===== config.mk =====
export PLATFORM = sky130hd
export DESIGN_NAME = rotary_encoder_accel_shaper_flat
export DESIGN_NICKNAME = d
export VERILOG_FILES = /design/src/sv/rea_pkg.sv /design/src/sv/rea_in_if.sv /design/src/sv/rea_out_if.sv /design/src/sv/rotary_encoder_accel_shaper.sv /design/src/flat_wrapper.sv
export SDC_FILE = /design/constraint.sdc
export NUM_CORES = 1
export LEC_CHECK = 0
export ABC_CLOCK_PERIOD_IN_PS = 8170
export BUFFER_PORTS_ARGS = -buffer_cell sky130_fd_sc_hd__buf_2
export CORE_MARGIN = 5
export CORE_UTILIZATION = 60
export DETAILED_ROUTE_END_ITERATION = 6
export GPL_TIMING_DRIVEN = 0
export PLACE_DENSITY = 0.76
export SYNTH_ARGS = -nofsm -noshare
export SYNTH_HDL_FRONTEND = slang
export SYNTH_SLANG_ARGS = --single-unit

===== constraint.sdc =====
create_clock -name clk -period 8.17 [get_ports clk]
set_clock_uncertainty 0.2 [all_clocks]
set_input_delay 1.634 -clock clk [delete_from_list [all_inputs] [get_ports clk]]
set_output_delay 1.634 -clock clk [all_outputs]
set_load 0.1 [all_outputs]

===== src/sv/rea_pkg.sv =====
// ----------------------------------------------------------------------------
// rea_pkg
// Types, constants and codes shared by the rotary encoder shaper files.
// ----------------------------------------------------------------------------
package rea_pkg;

  localparam int NUM_ENCODERS = 2;
  localparam int ENC_AW       = (NUM_ENCODERS > 1) ? $clog2(NUM_ENCODERS) : 1;

  localparam int ACCUM_W = 16;
  localparam int STAMP_W = 32;
  localparam int SPEED_W = 4;
  localparam int STEP_W  = 13;
  localparam int V_W     = ACCUM_W + 1;
  localparam int CNT_W   = $clog2(ACCUM_W);
  localparam int PROD_W  = SPEED_W + 7;

  localparam logic [STAMP_W-1:0] FAST_MS        = 32'd50;
  localparam logic [STAMP_W-1:0] SLOW_MS        = 32'd200;
  localparam logic [SPEED_W-1:0] SPEED_MAX      = 4'd10;
  localparam logic [SPEED_W-1:0] LIST_SPEED_MIN = 4'd5;
  localparam logic [SPEED_W-1:0] MULT_MAX       = 4'd10;

  // x / 10 == (x * 6554) >> 16 for every x below 16384
  localparam logic [15:0] RECIP_10    = 16'd6554;
  localparam int          RECIP_SHIFT = 16;

  typedef enum logic [1:0] {
    CFG_ACCEL_ENABLE = 2'd0,
    CFG_ACCEL_FACTOR = 2'd1,
    CFG_DEAD_ZONE    = 2'd2,
    CFG_NOTCH_DIV    = 2'd3
  } cfg_idx_t;

  typedef enum logic {
    ACT_MOVE  = 1'b0,
    ACT_CLEAR = 1'b1
  } act_t;

  typedef enum logic [1:0] {
    MODE_NAV    = 2'd0,
    MODE_EDIT   = 2'd1,
    MODE_ADJUST = 2'd2,
    MODE_LIST   = 2'd3
  } mode_t;

  typedef enum logic [1:0] {
    DIR_NONE = 2'd0,
    DIR_POS  = 2'd1,
    DIR_NEG  = 2'd2
  } dir_t;

  typedef enum logic [2:0] {
    S_IDLE,
    S_UPD,
    S_DIV,
    S_ACC,
    S_MUL,
    S_PROD,
    S_FIN
  } state_t;

  typedef struct packed {
    logic               action;
    logic [1:0]         encoder_index;
    logic signed [7:0]  raw_delta;
    logic [1:0]         shaping_mode;
    logic [31:0]        now_ms;
  } rea_in_t;

  typedef struct packed {
    logic signed [STEP_W-1:0] step_out;
  } rea_out_t;

  typedef struct packed {
    logic signed [ACCUM_W-1:0] accum;
    logic [STAMP_W-1:0]        stamp_ms;
    dir_t                      prev_dir;
    logic [SPEED_W-1:0]        speed;
  } slot_t;

endpackage


===== src/sv/rea_in_if.sv =====
// ----------------------------------------------------------------------------
// rea_in_if
// Valid/ready channel carrying one encoder event or clear request per beat.
// ----------------------------------------------------------------------------
interface rea_in_if import rea_pkg::*; ();
  logic    valid;
  logic    ready;
  rea_in_t data;

  modport source (output valid, output data, input ready);
  modport sink   (input valid, input data, output ready);
endinterface


===== src/sv/rea_out_if.sv =====
// ----------------------------------------------------------------------------
// rea_out_if
// Valid/ready channel carrying one shaped step count per beat.
// ----------------------------------------------------------------------------
interface rea_out_if import rea_pkg::*; ();
  logic     valid;
  logic     ready;
  rea_out_t data;

  modport source (output valid, output data, input ready);
  modport sink   (input valid, input data, output ready);
endinterface


===== src/sv/rotary_encoder_accel_shaper.sv =====
// ----------------------------------------------------------------------------
// rotary_encoder_accel_shaper
// Per-encoder velocity tracking, dead zone, detent division and step shaping.
// ----------------------------------------------------------------------------
// in_ch carries one beat per event: a movement or a clear for one encoder.
// Every input beat produces exactly one beat on out_ch with the shaped step
// count, zero when nothing is emitted.
// Per-encoder state sits in a small synchronous memory read on the accept
// edge and written back from the update state; one beat is in flight at a time.
// Beats that end without a division (clear, bad index, zero delta, dead zone not
// reached) go from the update state straight to the output stage; emitted steps
// pass through the shaping states, and when notch_div > 1 first through the
// 16-step serial restoring divider. in_ch takes a new beat in the cycle after
// the previous result is loaded into the output register.
// The output register holds a result while out_ch is stalled; the next beat
// is still accepted and worked on, and waits for the register to drain.
// Reset zeroes all encoder state through per-entry valid bits at once (no
// clearing pass) and restores the register defaults. cfg_* writes must come
// only while no beat is in flight.
// ----------------------------------------------------------------------------
module rotary_encoder_accel_shaper import rea_pkg::*; (
  input  logic        clk,
  input  logic        rst_n,
  rea_in_if.sink      in_ch,
  rea_out_if.source   out_ch,
  input  logic        cfg_we,
  input  logic [1:0]  cfg_index,
  input  logic [7:0]  cfg_data
);

  // configuration
  logic       accel_enable_r;
  logic [6:0] accel_factor_r;
  logic [7:0] dead_zone_r;
  logic [7:0] notch_div_r;

  always_ff @(posedge clk) begin
    if (!rst_n) begin
      accel_enable_r <= 1'b1;
      accel_factor_r <= 7'd5;
      dead_zone_r    <= 8'd1;
      notch_div_r    <= 8'd1;
    end else if (cfg_we) begin
      case (cfg_idx_t'(cfg_index))
        CFG_ACCEL_ENABLE: accel_enable_r <= cfg_data[0];
        CFG_ACCEL_FACTOR: accel_factor_r <= cfg_data[6:0];
        CFG_DEAD_ZONE:    dead_zone_r    <= cfg_data;
        CFG_NOTCH_DIV:    notch_div_r    <= cfg_data;
        default: ;
      endcase
    end
  end

  function automatic logic [ENC_AW-1:0] to_addr(input logic [1:0] idx);
    logic [31:0] w;
    w = 32'(idx);
    return w[ENC_AW-1:0];
  endfunction

  // state and handshake
  state_t state_r, state_nxt;
  logic   out_valid_r, out_valid_nxt;
  logic   in_fire;

  // encoder state memory
  slot_t                  mem [NUM_ENCODERS];
  slot_t                  rdata_r;
  logic                   rvld_r;
  logic [NUM_ENCODERS-1:0] vld_r;
  logic                   mem_we;
  slot_t                  mem_wdata;

  // item registers
  logic                     act_r, act_nxt;
  logic [ENC_AW-1:0]        addr_r, addr_nxt;
  logic                     inrange_r, inrange_nxt;
  logic signed [7:0]        delta_r, delta_nxt;
  logic [1:0]               mode_r, mode_nxt;
  logic [STAMP_W-1:0]       now_r, now_nxt;
  logic [SPEED_W-1:0]       speed_r, speed_nxt;
  logic                     neg_r, neg_nxt;
  logic [ACCUM_W-1:0]       quo_r, quo_nxt;
  logic [8:0]               rem_r, rem_nxt;
  logic [CNT_W-1:0]         cnt_r, cnt_nxt;
  logic signed [V_W-1:0]    v_r, v_nxt;
  logic [PROD_W-1:0]        p_r, p_nxt;
  logic                     bypass_r, bypass_nxt;
  logic [SPEED_W-1:0]       mult_r, mult_nxt;
  logic signed [STEP_W-1:0] res_r, res_nxt;
  logic signed [STEP_W-1:0] out_step_r, out_step_nxt;

  // update-stage intermediates
  slot_t                     cur;
  logic [STAMP_W-1:0]        dt;
  logic [SPEED_W-1:0]        spd;
  dir_t                      dir;
  logic signed [ACCUM_W-1:0] accum_new;
  logic [ACCUM_W-1:0]        mag;
  logic                      emit;
  // divider intermediates
  logic [8:0]                rem_try;
  logic                      qbit;
  logic [ACCUM_W-1:0]        q_fin;
  logic signed [V_W-1:0]     q_signed;
  // shaping intermediates
  logic [SPEED_W-1:0]        vel;
  logic [PROD_W+15:0]        recip_prod;
  logic [PROD_W-1:0]         q10;
  logic [PROD_W:0]           m_raw;
  logic signed [V_W+SPEED_W:0] full_prod;

  assign in_fire       = in_ch.valid && in_ch.ready;
  assign out_ch.valid  = out_valid_r;
  assign out_ch.data.step_out = out_step_r;

  always_ff @(posedge clk) begin
    if (in_fire) begin
      rdata_r <= mem[to_addr(in_ch.data.encoder_index)];
      rvld_r  <= vld_r[to_addr(in_ch.data.encoder_index)];
    end
    if (mem_we) begin
      mem[addr_r] <= mem_wdata;
    end
  end

  always_ff @(posedge clk) begin
    if (!rst_n) begin
      vld_r <= '0;
    end else if (mem_we) begin
      vld_r[addr_r] <= 1'b1;
    end
  end

  always_comb begin
    state_nxt     = state_r;
    out_valid_nxt = out_valid_r && !out_ch.ready;
    out_step_nxt  = out_step_r;
    act_nxt       = act_r;
    addr_nxt      = addr_r;
    inrange_nxt   = inrange_r;
    delta_nxt     = delta_r;
    mode_nxt      = mode_r;
    now_nxt       = now_r;
    speed_nxt     = speed_r;
    neg_nxt       = neg_r;
    quo_nxt       = quo_r;
    rem_nxt       = rem_r;
    cnt_nxt       = cnt_r;
    v_nxt         = v_r;
    p_nxt         = p_r;
    bypass_nxt    = bypass_r;
    mult_nxt      = mult_r;
    res_nxt       = res_r;
    in_ch.ready   = 1'b0;
    mem_we        = 1'b0;
    mem_wdata     = '0;

    cur = rvld_r ? rdata_r : '0;
    dt  = now_r - cur.stamp_ms;
    if (dt < FAST_MS) begin
      spd = (cur.speed < SPEED_MAX) ? cur.speed + 4'd1 : cur.speed;
    end else if (dt > SLOW_MS) begin
      spd = '0;
    end else begin
      spd = (cur.speed != '0) ? cur.speed - 4'd1 : '0;
    end
    dir = (delta_r > 8'sd0) ? DIR_POS : DIR_NEG;
    // direction reversal kills the velocity
    if (cur.prev_dir != DIR_NONE && cur.prev_dir != dir) begin
      spd = '0;
    end
    accum_new = cur.accum + ACCUM_W'(delta_r);
    mag       = accum_new[ACCUM_W-1] ? ACCUM_W'(-accum_new) : ACCUM_W'(accum_new);
    emit      = mag >= ACCUM_W'(dead_zone_r);

    rem_try  = {rem_r[7:0], quo_r[ACCUM_W-1]};
    qbit     = rem_try >= {1'b0, notch_div_r};
    q_fin    = {quo_r[ACCUM_W-2:0], qbit};
    q_signed = neg_r ? -$signed({1'b0, q_fin}) : $signed({1'b0, q_fin});

    vel        = (mode_t'(mode_r) == MODE_LIST) ? (speed_r >> 1) : speed_r;
    recip_prod = (PROD_W+16)'(p_r) * (PROD_W+16)'(RECIP_10);
    q10        = recip_prod[RECIP_SHIFT +: PROD_W];
    m_raw      = (PROD_W+1)'(q10) + (PROD_W+1)'(1);
    full_prod  = v_r * $signed({1'b0, mult_r});

    case (state_r)
      S_IDLE: begin
        in_ch.ready = 1'b1;
        if (in_ch.valid) begin
          act_nxt     = in_ch.data.action;
          addr_nxt    = to_addr(in_ch.data.encoder_index);
          inrange_nxt = 32'(in_ch.data.encoder_index) < NUM_ENCODERS;
          delta_nxt   = in_ch.data.raw_delta;
          mode_nxt    = in_ch.data.shaping_mode;
          now_nxt     = in_ch.data.now_ms;
          state_nxt   = S_UPD;
        end
      end
      S_UPD: begin
        res_nxt   = '0;
        state_nxt = S_FIN;
        if (!inrange_r) begin
          state_nxt = S_FIN;
        end else if (act_t'(act_r) == ACT_CLEAR) begin
          mem_we    = 1'b1;
          mem_wdata = '0;
        end else if (delta_r != 8'sd0) begin
          mem_we             = 1'b1;
          mem_wdata.accum    = emit ? '0 : accum_new;
          mem_wdata.stamp_ms = now_r;
          mem_wdata.prev_dir = dir;
          mem_wdata.speed    = spd;
          speed_nxt          = spd;
          if (emit) begin
            if (notch_div_r > 8'd1) begin
              quo_nxt   = mag;
              rem_nxt   = '0;
              cnt_nxt   = '0;
              neg_nxt   = accum_new[ACCUM_W-1];
              state_nxt = S_DIV;
            end else begin
              v_nxt     = V_W'(accum_new);
              state_nxt = S_ACC;
            end
          end
        end
      end
      S_DIV: begin
        rem_nxt = qbit ? rem_try - {1'b0, notch_div_r} : rem_try;
        quo_nxt = q_fin;
        cnt_nxt = cnt_r + CNT_W'(1);
        if (cnt_r == CNT_W'(ACCUM_W - 1)) begin
          // a zero quotient keeps one step in the direction of this beat
          if (q_fin == '0) begin
            v_nxt = (delta_r > 8'sd0) ? V_W'(1) : -V_W'(1);
          end else begin
            v_nxt = q_signed;
          end
          state_nxt = S_ACC;
        end
      end
      S_ACC: begin
        p_nxt      = PROD_W'(vel) * PROD_W'(accel_factor_r);
        bypass_nxt = !accel_enable_r ||
                     (mode_t'(mode_r) == MODE_LIST && speed_r <= LIST_SPEED_MIN);
        state_nxt  = S_MUL;
      end
      S_MUL: begin
        if (bypass_r) begin
          mult_nxt = SPEED_W'(1);
        end else if (m_raw > (PROD_W+1)'(MULT_MAX)) begin
          mult_nxt = MULT_MAX;
        end else begin
          mult_nxt = m_raw[SPEED_W-1:0];
        end
        state_nxt = S_PROD;
      end
      S_PROD: begin
        if (mode_t'(mode_r) == MODE_NAV) begin
          res_nxt = (v_r > V_W'(0)) ? STEP_W'(1) : -STEP_W'(1);
        end else begin
          res_nxt = full_prod[STEP_W-1:0];
        end
        state_nxt = S_FIN;
      end
      S_FIN: begin
        if (!out_valid_r || out_ch.ready) begin
          out_valid_nxt = 1'b1;
          out_step_nxt  = res_r;
          state_nxt     = S_IDLE;
        end
      end
      default: begin
        state_nxt = S_IDLE;
      end
    endcase
  end

  always_ff @(posedge clk) begin
    if (!rst_n) begin
      state_r     <= S_IDLE;
      out_valid_r <= 1'b0;
    end else begin
      state_r     <= state_nxt;
      out_valid_r <= out_valid_nxt;
    end
  end

  always_ff @(posedge clk) begin
    out_step_r <= out_step_nxt;
    act_r      <= act_nxt;
    addr_r     <= addr_nxt;
    inrange_r  <= inrange_nxt;
    delta_r    <= delta_nxt;
    mode_r     <= mode_nxt;
    now_r      <= now_nxt;
    speed_r    <= speed_nxt;
    neg_r      <= neg_nxt;
    quo_r      <= quo_nxt;
    rem_r      <= rem_nxt;
    cnt_r      <= cnt_nxt;
    v_r        <= v_nxt;
    p_r        <= p_nxt;
    bypass_r   <= bypass_nxt;
    mult_r     <= mult_nxt;
    res_r      <= res_nxt;
  end

endmodule


===== src/flat_wrapper.sv =====
// flat-port wrapper written by rule: the top's interface ports become plain ports
module rotary_encoder_accel_shaper_flat import rea_pkg::*;
  (clk, rst_n, cfg_we, cfg_index, cfg_data, in_ch_valid, in_ch_data, in_ch_ready, out_ch_valid, out_ch_data, out_ch_ready);
  rea_in_if in_ch_i ();
  rea_out_if out_ch_i ();
  input  logic clk;
  input  logic rst_n;
  input  logic cfg_we;
  input  logic [1:0] cfg_index;
  input  logic [7:0] cfg_data;
  input wire logic [$bits(in_ch_i.valid)-1:0] in_ch_valid;
  input wire logic [$bits(in_ch_i.data)-1:0] in_ch_data;
  output wire logic [$bits(in_ch_i.ready)-1:0] in_ch_ready;
  output wire logic [$bits(out_ch_i.valid)-1:0] out_ch_valid;
  output wire logic [$bits(out_ch_i.data)-1:0] out_ch_data;
  input wire logic [$bits(out_ch_i.ready)-1:0] out_ch_ready;
  assign in_ch_i.valid = in_ch_valid;
  assign in_ch_i.data = in_ch_data;
  assign in_ch_ready = in_ch_i.ready;
  assign out_ch_valid = out_ch_i.valid;
  assign out_ch_data = out_ch_i.data;
  assign out_ch_i.ready = out_ch_ready;
  rotary_encoder_accel_shaper u_core (.clk(clk), .rst_n(rst_n), .in_ch(in_ch_i), .out_ch(out_ch_i), .cfg_we(cfg_we), .cfg_index(cfg_index), .cfg_data(cfg_data));
endmodule

# [Word level (Yosys, flattened, before mapping)]
# Memory sizes are Yosys's and may differ from the RTL's. A register that Yosys moved wholly into a read port is not among the register bits.
# Index checks and enable logic that the tools add are counted.
[classes] n_eq_ne=21 magnitude_cmp=14 reduce_logical=31 n_addsub=9 muxes=69 mul=3 n_bitwise=2
[op_table] operator="54-bit two-way mux" count=5
[op_table] operator="17-bit two-way mux" count=9
[op_table] operator="16-bit two-way mux" count=7
[op_table] operator="4-bit two-way mux" count=12
[op_table] operator="8-bit two-way mux" count=6
[op_table] operator="17-bit case mux with 2 select lines" count=1
[op_table] operator="32-bit by 8-bit greater-than comparator with 1-bit output (second input constant)" count=1
[op_table] operator="32-bit by 6-bit < comparator with 1-bit output (second input constant)" count=1
[op_table] operator="16-bit case mux with 2 select lines" count=1
[op_table] operator="32-bit subtractor" count=1
[op_table] operator="13-bit two-way mux" count=2
[op_table] operator="13-bit case mux with 2 select lines" count=1
[op_table] operator="11-bit by 12-bit multiplier with 23-bit output (second input constant)" count=1
[op_table] operator="3-bit two-way mux" count=7
[op_table] operator="3-bit case mux with 7 select lines" count=1
[op_table] operator="17-bit by 1-bit greater-than comparator with 1-bit output (second input constant)" count=1
[op_table] operator="17-bit by 5-bit multiplier with 13-bit output" count=1
[op_table] operator="16-bit negator with 17-bit output" count=1
[op_table] operator="16-bit by 8-bit adder with 16-bit output" count=1
[op_table] operator="16-bit by 8-bit >= comparator with 1-bit output" count=1
[op_table] operator="8-bit by 1-bit greater-than comparator with 1-bit output (second input constant)" count=2
[op_table] operator="16-bit zero test" count=1
[op_table] operator="16-bit negator" count=1
[op_table] operator="8-bit case mux with 2 select lines" count=1
[op_table] operator="41 further kinds" count=83
[totals] n_memories=1 output_inout_bits=15 ff_bits=168 wordCells=176 ramBits=108 input_bits=60
[memory_table] memory="u_core.mem" depth=2 word_bits=54 read_ports=1 rd_clocked_by_memory_dff=1 write_ports=1 line_no="rotary_encoder_accel_shaper.sv:66" rtl="slot_t mem [NUM_ENCODERS];"

# [Depth between registers and ports, before layout]
# Gate-level depths: netlist of the first run.
[depth] depth_word=10 depth_mapped=27 mapped_depth_nobuf=27

# [Worst setup path before layout of the first run]
# Ideal clock, no wire load.
[synth_path] path_kind="register to register" from="reg u_core.state_r[0]" to="mem u_core.mem[1][0] (netlist name) (enable)" slack_ps=1883 stages_incl_launch_ff=5 required_ps=7424 setup_ps=546 path_buffers=0 period_less_slack_ps=6287 arrival_time_ps=5541 path_cell_list="dfxtp_1 -> nor2b_1 -> and2_1 -> nand2_1 -> nor3b_1"
[synth_between] elab_chain_cells=4
[synth_lines] element="start, declared" line_no="rotary_encoder_accel_shaper.sv:61" rtl="state_t state_r, state_nxt;"
[synth_lines] element="start signal, assigned" line_no="rotary_encoder_accel_shaper.sv:285" rtl="state_r <= state_nxt;"
[synth_lines] element="3-bit by 1-bit equality test with 1-bit output" line_no="rotary_encoder_accel_shaper.sv:187" rtl="case (state_r)"
[synth_lines] element="1-bit two-way mux" line_no="rotary_encoder_accel_shaper.sv:187"
[synth_lines] element="1-bit two-way mux" line_no="rotary_encoder_accel_shaper.sv:121" rtl="if (mem_we) begin"
[synth_lines] element="1-bit two-way mux (not written as such)" line_no="rotary_encoder_accel_shaper.sv:122" rtl="mem[addr_r] <= mem_wdata;"
[synth_lines] element="end, declared" line_no="rotary_encoder_accel_shaper.sv:66"
# No other way between the ends.

# [Worst setup path in the final report of the first run]
[layout_path] from="reg u_core.rvld_r" to="reg u_core.rem_r[0] (enable)"
[layout_between] elab_chain_cells=7
[layout_lines] element="start, declared" line_no="rotary_encoder_accel_shaper.sv:68" rtl="logic rvld_r;"
[layout_lines] element="start signal, assigned" line_no="rotary_encoder_accel_shaper.sv:119" rtl="rvld_r <= vld_r[to_addr(in_ch.data.encoder_index)];"
[layout_lines] element="54-bit two-way mux (*)" line_no="rotary_encoder_accel_shaper.sv:158" rtl="cur = rvld_r ? rdata_r : '0;"
[layout_lines] element="16-bit by 8-bit adder with 16-bit output (*)" line_no="rotary_encoder_accel_shaper.sv:172" rtl="accum_new = cur.accum + ACCUM_W'(delta_r);"
[layout_lines] element="16-bit negator" line_no="rotary_encoder_accel_shaper.sv:173" rtl="mag = accum_new[ACCUM_W-1] ? ACCUM_W'(-accum_new) : ACCUM_W'(accum_new);"
[layout_lines] element="16-bit two-way mux (*)" line_no="rotary_encoder_accel_shaper.sv:173"
[layout_lines] element="16-bit by 8-bit >= comparator with 1-bit output (*)" line_no="rotary_encoder_accel_shaper.sv:174" rtl="emit = mag >= ACCUM_W'(dead_zone_r);"
[layout_lines] element="2-bit by 1-bit inequality test with 1-bit output (no source line) (*)"
[layout_lines] element="6-bit AND reduction (no source line) (*)"
[layout_lines] element="end signal, assigned" line_no="rotary_encoder_accel_shaper.sv:301" rtl="rem_r <= rem_nxt;"
[layout_lines] element="end, declared" line_no="rotary_encoder_accel_shaper.sv:83" rtl="logic [8:0] rem_r, rem_nxt;"
# Mark *: on every way between the ends. The rest lies on a longest branch, timed or not.
# A chain may end at the register's enable or synchronous reset.

==> flow_summary.ini, run 1 <==
[sta]
worst_pin_slew_ns = 1.279
rsz0062_at_grt = no
final_hold_viol_count = 0
timing.slew.headroom_pct = 14.57
fmax_ghz = 0.1399
period_minus_slack_ns = 7.150
setup_violations = 0
finalMaxSlewViolations = 0
min_period_over_period_pct = 87.51

[critical_path]
critPathKind = flop to flop
worstSetupStartpointType = flop
cp_cell_sequence = clkbuf_1 -> clkbuf_1 -> clkbuf_1 -> and2_1 -> ha_1 -> clkbuf_1 -> and4_1 -> nand3_1 -> a21o_1 -> and2_1 -> clkbuf_1 -> a211oi_2 -> clkbuf_1 -> nor2_1 -> xnor2_1 -> ha_1 -> a21o_1 -> a21oi_1 -> nor2b_1 -> o21ai_0 -> a21oi_1 -> nor4_1 -> nand2_1 -> a41o_1
worst_ep_arrival_time_ns = 7.01
slowest_stage = a41o_1
cp_top_family = buffers and inverters
cp-end-kind = flop
worstPathMaxFanout = 28
cpMostUsedCell = clkbuf_1
required_ns = 8.03
max_stage_delay_ns = 0.71
crit_buf_inv = 6

[pwr]
powerDensity_nw_per_um2 = 282.4
peakVddDrop_mv = 0.2143
p_leak_nw = 9.584
fin_total_pwr_mw = 6.613

[clocking]
clock-sinks = 330
insertion_delay_ns = 0.52
h-tree-depth = 2
ctsRootBufferMaster = clkbuf_16
hold_buffers = 0
cts_tree = done
cts_buffers = 36
post-cts-setup-buffer-count = 0
ctsResizeCount = 0
path_clk_slew_ns = 0.06
cts_buffer_depth = 3

[synthesis]
synth_edf_count = 300
synth_area_leaders = edfxtp_1, ha_1, fa_1
synth_seq_cells = 330
synth_nets = 2239
muxShareOfSynthArea_pct = 4.035
avgSynthCellArea_um2 = 10.89
yosys.area.top_type = edfxtp_1
syn_inst = 1944
synthArstFlopShare_pct = 0
synth_cell_type_count = 82
synth_ff_type = edfxtp_1
synth.top_cell.area_share_pct = 42.54
synth-compound-area-share_pct = 11.85
synth_top_family_by_area = adder cells
synthTopCellsByCount = edfxtp_1, ha_1, inv_1
yosysMostFrequentCell = edfxtp_1
synth-xor-area-share_pct = 3.929
yosysSeqAreaShare_pct = 45.37
synth_simple_gate_area_share_pct = 14.46
synth-adder-area-share_pct = 16.08
yosysWarnings = 0
netlist_area_um2 = 21180

[floorplan]
ios = 75
num_rows = 68
coreArea_um2 = 34710
dieArea_um2 = 39150
die_w_um = 197.9
fp.dieH_um = 197.9
start_util_pct = 61.01

[routing]
drt_iter0_drc = 1038
wl_met2_um = 22090
highest_layer = met5
drc_errors = 0
wirelength_um = 45820
drtAntennaViolNets = 0
wl_met3_um = 2529
wl_per_cell_um = 17.98
drtPass1Iterations = 5
vias = 14920
via_per_inst = 5.854
met1_length_um = 20160

[layout]
postLayoutCoreUtil_pct = 67.46
n_fill_cell = 2660
area_growth_pct = 10.58
fin_area_um2 = 23420
multi_input_area_um2 = 10680
drive_above_1_share_pct = 11.61
diodes = 0
seq_area_um2 = 9609
layout.nets = 2361
layout.cells.non_filler = 2548

[global_routing]
grt_usage_pct = 23.50
grt_pass1_vias = 14940
overflow = 0
grt_pass1_wl_um = 75050
antenna_found_initial = 1
grt_max_degree = 68

[placed_design]
io_buffers = 73
dp_hpwl_um = 34840
place_inst = 2483
place_congestion = 0.9309
placed_area_um2 = 22270

[job]
cap_violations = 0

[outcome]
status = finished clean

[worst_hold_path]
hold_path.class = flop to flop
## routing by layer
metal  GRT usage (%)  vias up
met3           3.318       81
met1           32.09     7227
met4           5.534        2
met2           40.21      395
li1                -     7210
met5               0        -
## per-stage QoR
stage               setup TNS [ns]  hold WS (ns)  setup WS [ns]
floorplan                        0        0.2003          1.883
global placement           -117.72        0.2018         -1.293
detailed placement               0        0.2108          1.121
CTS                              0        0.2261          1.092
global route                     0        0.2293         0.5311
finish                           0        0.2260          1.020
## kinds of logic (layout without fill, tap and decap cells)
logic type / count (synthesis) / count (layout)
muxes: 78 / 78
adders and majority gates: 235 / 235
xor gates and xnor gates: 95 / 95
AOI/OAI and AO/OA: 376 / 376
and+or+nand+nor: 593 / 593
DFF: 330 / 330
buffers and inverters: 237 / 386
## worst reg2reg max path, delay by kind of cell, from the launching register on
| kind | cells | cell delay, ns |
|---|---|---|
| fa+ha+maj | 2 | 0.42 |
| xor+xnor | 1 | 0.30 |
| simple gates | 8 | 1.68 |
| flops | 1 | 0.32 |
| buf+inv | 6 | 1.97 |
| compound gates | 7 | 1.80 |
## report_power, final
group	switching [mW]	internal [mW]	total, mW	leakage, nW
clock network	0.667	0.892	1.56	0.561
logic	1.68	1.13	2.80	5.94
registers	0.128	2.12	2.25	3.08
total	2.47	4.14	6.61	9.58
## state kept, by name, indices dropped and copies added (netlist names), 11 cells and up
signal and count:
u_core.mem 108, u_core.now_r 32, u_core.out_ch.data 13, u_core.p_r 11
u_core.quo_r 16, u_core.rdata_r 54, u_core.res_r 13, u_core.v_r 17
## final cells by class
type / instances / area share (%)
flip-flops and latches: 330 / 41.03
repair buffers: 84 / 2.159
multi-input cells: 1377 / 45.61
well taps: 455 / 2.431
clock buffers: 42 / 4.125
inverters: 171 / 2.741
clock inverters: 23 / 0.7694
plain buffers: 66 / 1.127
## path summary, 6_finish.rpt
| check | slack [ns] | cells after the start | from | end |
|---|---|---|---|---|
| max | 1.02 | 24 | u_core.rvld_r$_DFFE_PP_ | u_core.rem_r[0]$_SDFFCE_PN0P_ |
| min reg2reg | 0.23 | 0 | u_core.res_r[11]$_SDFFCE_PN0P_ | u_core.out_ch.data[11]$_DFFE_PP_ |
| max reg2reg | 1.02 | 24 | u_core.rvld_r$_DFFE_PP_ | u_core.rem_r[0]$_SDFFCE_PN0P_ |
| min | 0.23 | 0 | u_core.res_r[11]$_SDFFCE_PN0P_ | u_core.out_ch.data[11]$_DFFE_PP_ |
## layout by cell type (no fill, tap or decap), types with 27 or more instances in the layout
cell and instances:
xnor2_1 64, a21oi_1 100, a21o_1 42, inv_1 169, ha_1 173, buf_2 74
nor3_1 27, dfxtp_1 30, fa_1 62, edfxtp_1 300, nor2_1 117, o21ai_0 67
nand2_1 151, xor2_1 31, clkbuf_16 38, and2_1 89, nor2b_1 40, clkbuf_1 66
mux2_2 59
Power figures use the tool's default switching activity.
==> inputs of run 2 (changes only) <==
--- a/config.mk
+++ b/config.mk
@@ -8,3 +8,3 @@
 export ABC_CLOCK_PERIOD_IN_PS = 8170
-export BUFFER_PORTS_ARGS = -buffer_cell sky130_fd_sc_hd__buf_2
+export BUFFER_PORTS_ARGS = -buffer_cell sky130_fd_sc_hd__buf_4
 export CORE_MARGIN = 5
--- a/constraint.sdc
+++ b/constraint.sdc
@@ -4,2 +4,2 @@
 set_output_delay 1.634 -clock clk [all_outputs]
-set_load 0.1 [all_outputs]
+set_load 0.005 [all_outputs]
==> flow_summary.ini, run 2 (synthesis results as in run 1) <==
[layout]
final_common_cell = edfxtp_1
drive_above_1_share_pct = 11.31
top_register = u_core.mem
layout.nets = 2362
fin_area_um2 = 23580
layout.cells.non_filler = 2552
area_growth_pct = 11.33
largest_registers = u_core.mem (108), u_core.rdata_r (54), u_core.now_r (32)
final_cell_mix = edfxtp_1, ha_1, inv_1
largest_reg_flops = 108

[sta]
period_minus_slack_ns = 7.216
rsz0062_at_grt = no
min_period_over_period_pct = 88.33
finalMaxSlewViolations = 0
timing.slew.headroom_pct = 17.10
fmax_ghz = 0.1386
worst_pin_slew_ns = 1.241
setup_violations = 0
setup_tns_ns = 0
final_hold_viol_count = 0

[routing]
drc_errors = 0
drt_iter0_drc = 923
wl_per_cell_um = 17.55
drtAntennaViolNets = 0
via_per_inst = 5.812
wirelength_um = 44790
drtPass1Iterations = 5
vias = 14830

[floorplan]
die_w_um = 197.9
start_util_pct = 61.01
coreArea_um2 = 34710
fp.dieH_um = 197.9
ios = 75
dieArea_um2 = 39150
num_rows = 68

[global_routing]
overflow = 0
grt_pass1_vias = 14650
antenna_found_initial = 0
grt_usage_pct = 23.10
grt_pass1_wl_um = 73710
grt_max_degree = 65

[critical_path]
required_ns = 8.07
crit_start = u_core.rvld_r$_DFFE_PP_
critPathKind = flop to flop
cp-end-kind = flop
cp_cell_sequence = clkbuf_1 -> clkbuf_1 -> clkbuf_1 -> and2_1 -> ha_1 -> clkbuf_1 -> and4_1 -> nand3_1 -> a21o_1 -> and2_1 -> clkbuf_1 -> a211oi_2 -> inv_2 -> o21ai_0 -> ha_1 -> a21o_1 -> a21o_1 -> a21oi_1 -> nor2b_1 -> o21ai_0 -> a21oi_1 -> nor4_1 -> nand2_1 -> a41o_1
cpMostUsedCell = clkbuf_1
worstSetupStartpointType = flop
slowest_stage = a41o_1
max_stage_delay_ns = 0.70
worstPathMaxFanout = 28
worst_ep_arrival_time_ns = 7.11
reg2reg_from = u_core.rvld_r$_DFFE_PP_

[pwr]
fin_total_pwr_mw = 6.547
peakVddDrop_mv = 0.3245
p_int_mw = 4.130
seq_power_share_pct = 34.3
switching_share_pct = 36.92
pwr-share-comb_pct = 42.2
clkPwrFrac_pct = 23.5
p_leak_nw = 9.637
powerDensity_nw_per_um2 = 277.7
p_switching_mw = 2.417

[clocking]
h-tree-depth = 2
hold_buffers = 0
cts_tree = done
clock-sinks = 330
ctsResizeCount = 0
path_clk_slew_ns = 0.06
post-cts-setup-buffer-count = 0
cts_buffers = 37
ctsRootBufferMaster = clkbuf_16
cts_buffer_depth = 3
insertion_delay_ns = 0.54

[placed_design]
place_inst = 2483
dp_hpwl_um = 33960
placed_area_um2 = 22450
place_congestion = 0.9323
io_buffers = 73

[worst_hold_path]
hold_path.class = flop to flop
min_from = u_core.res_r[5]$_SDFFCE_PN0P_

[job]
cap_violations = 0

[outcome]
status = finished clean
## run 2: cell type report
class,count,area [µm²]
inverters,171,641.9
well taps,455,569.3
clock inverters,22,160.2
fillers,2629,11140
flip-flops and latches,330,9609
clock buffers,46,959.7
repair buffers,84,688.2
diodes,1,2.502
plain buffers,66,264.0
multi-input cells,1377,10680
## run 2: path summary, 6_finish.rpt
check,end,slack (ns),depth (start not counted)
worst max-delay path,u_core.rem_r[6]$_SDFFCE_PN0P_,0.95,24
worst min register to register,u_core.out_ch.data[5]$_DFFE_PP_,0.22,0
worst min-delay path,u_core.out_ch.data[5]$_DFFE_PP_,0.22,0
worst max register to register,u_core.rem_r[6]$_SDFFCE_PN0P_,0.95,24
## run 2: worst max-delay path, delay by kind of cell, from the launching register on
kind / cells / cell delay (ns)
AND/OR/NAND/NOR: 7 / 1.65
adder cells (fa/ha/maj): 2 / 0.44
flip-flops: 1 / 0.32
buffers and inverters: 6 / 1.75
AO/OA/AOI/OAI: 9 / 2.40
## run 2: power by group through the flow
stage | logic (mW) | registers (mW) | clock network, mW
floorplan | 2.11 | 2.24 | 0
global placement | 2.63 | 2.30 | 0
detailed placement | 2.74 | 2.28 | 0
CTS | 2.76 | 2.25 | 1.57
global route | 3.12 | 2.27 | 1.64
finish | 2.76 | 2.25 | 1.54
## run 2: routing by layer
layer  part of all wire, %  vias to the layer above  GRT usage [%]
met5                     0                        -              0
met2                    47                      388          38.27
met3                   5.1                       76          2.961
met1                    45                     7155          32.46
li1                      -                     7214              -
met4                   2.5                        0          6.299
## run 2: metrics by stage
step / util (%) / hold slack, ns / worst slack, ns
4_1_cts: 67.89 / 0.2199 / 0.9711
2_1_floorplan: - / 0.2003 / 1.883
5_1_grt: 67.91 / 0.2244 / 0.4732
3_5_place_dp: 64.67 / 0.2063 / 1.022
6_report: 67.92 / 0.2188 / 0.9537
3_3_place_gp: 64.23 / 0.2025 / -1.185
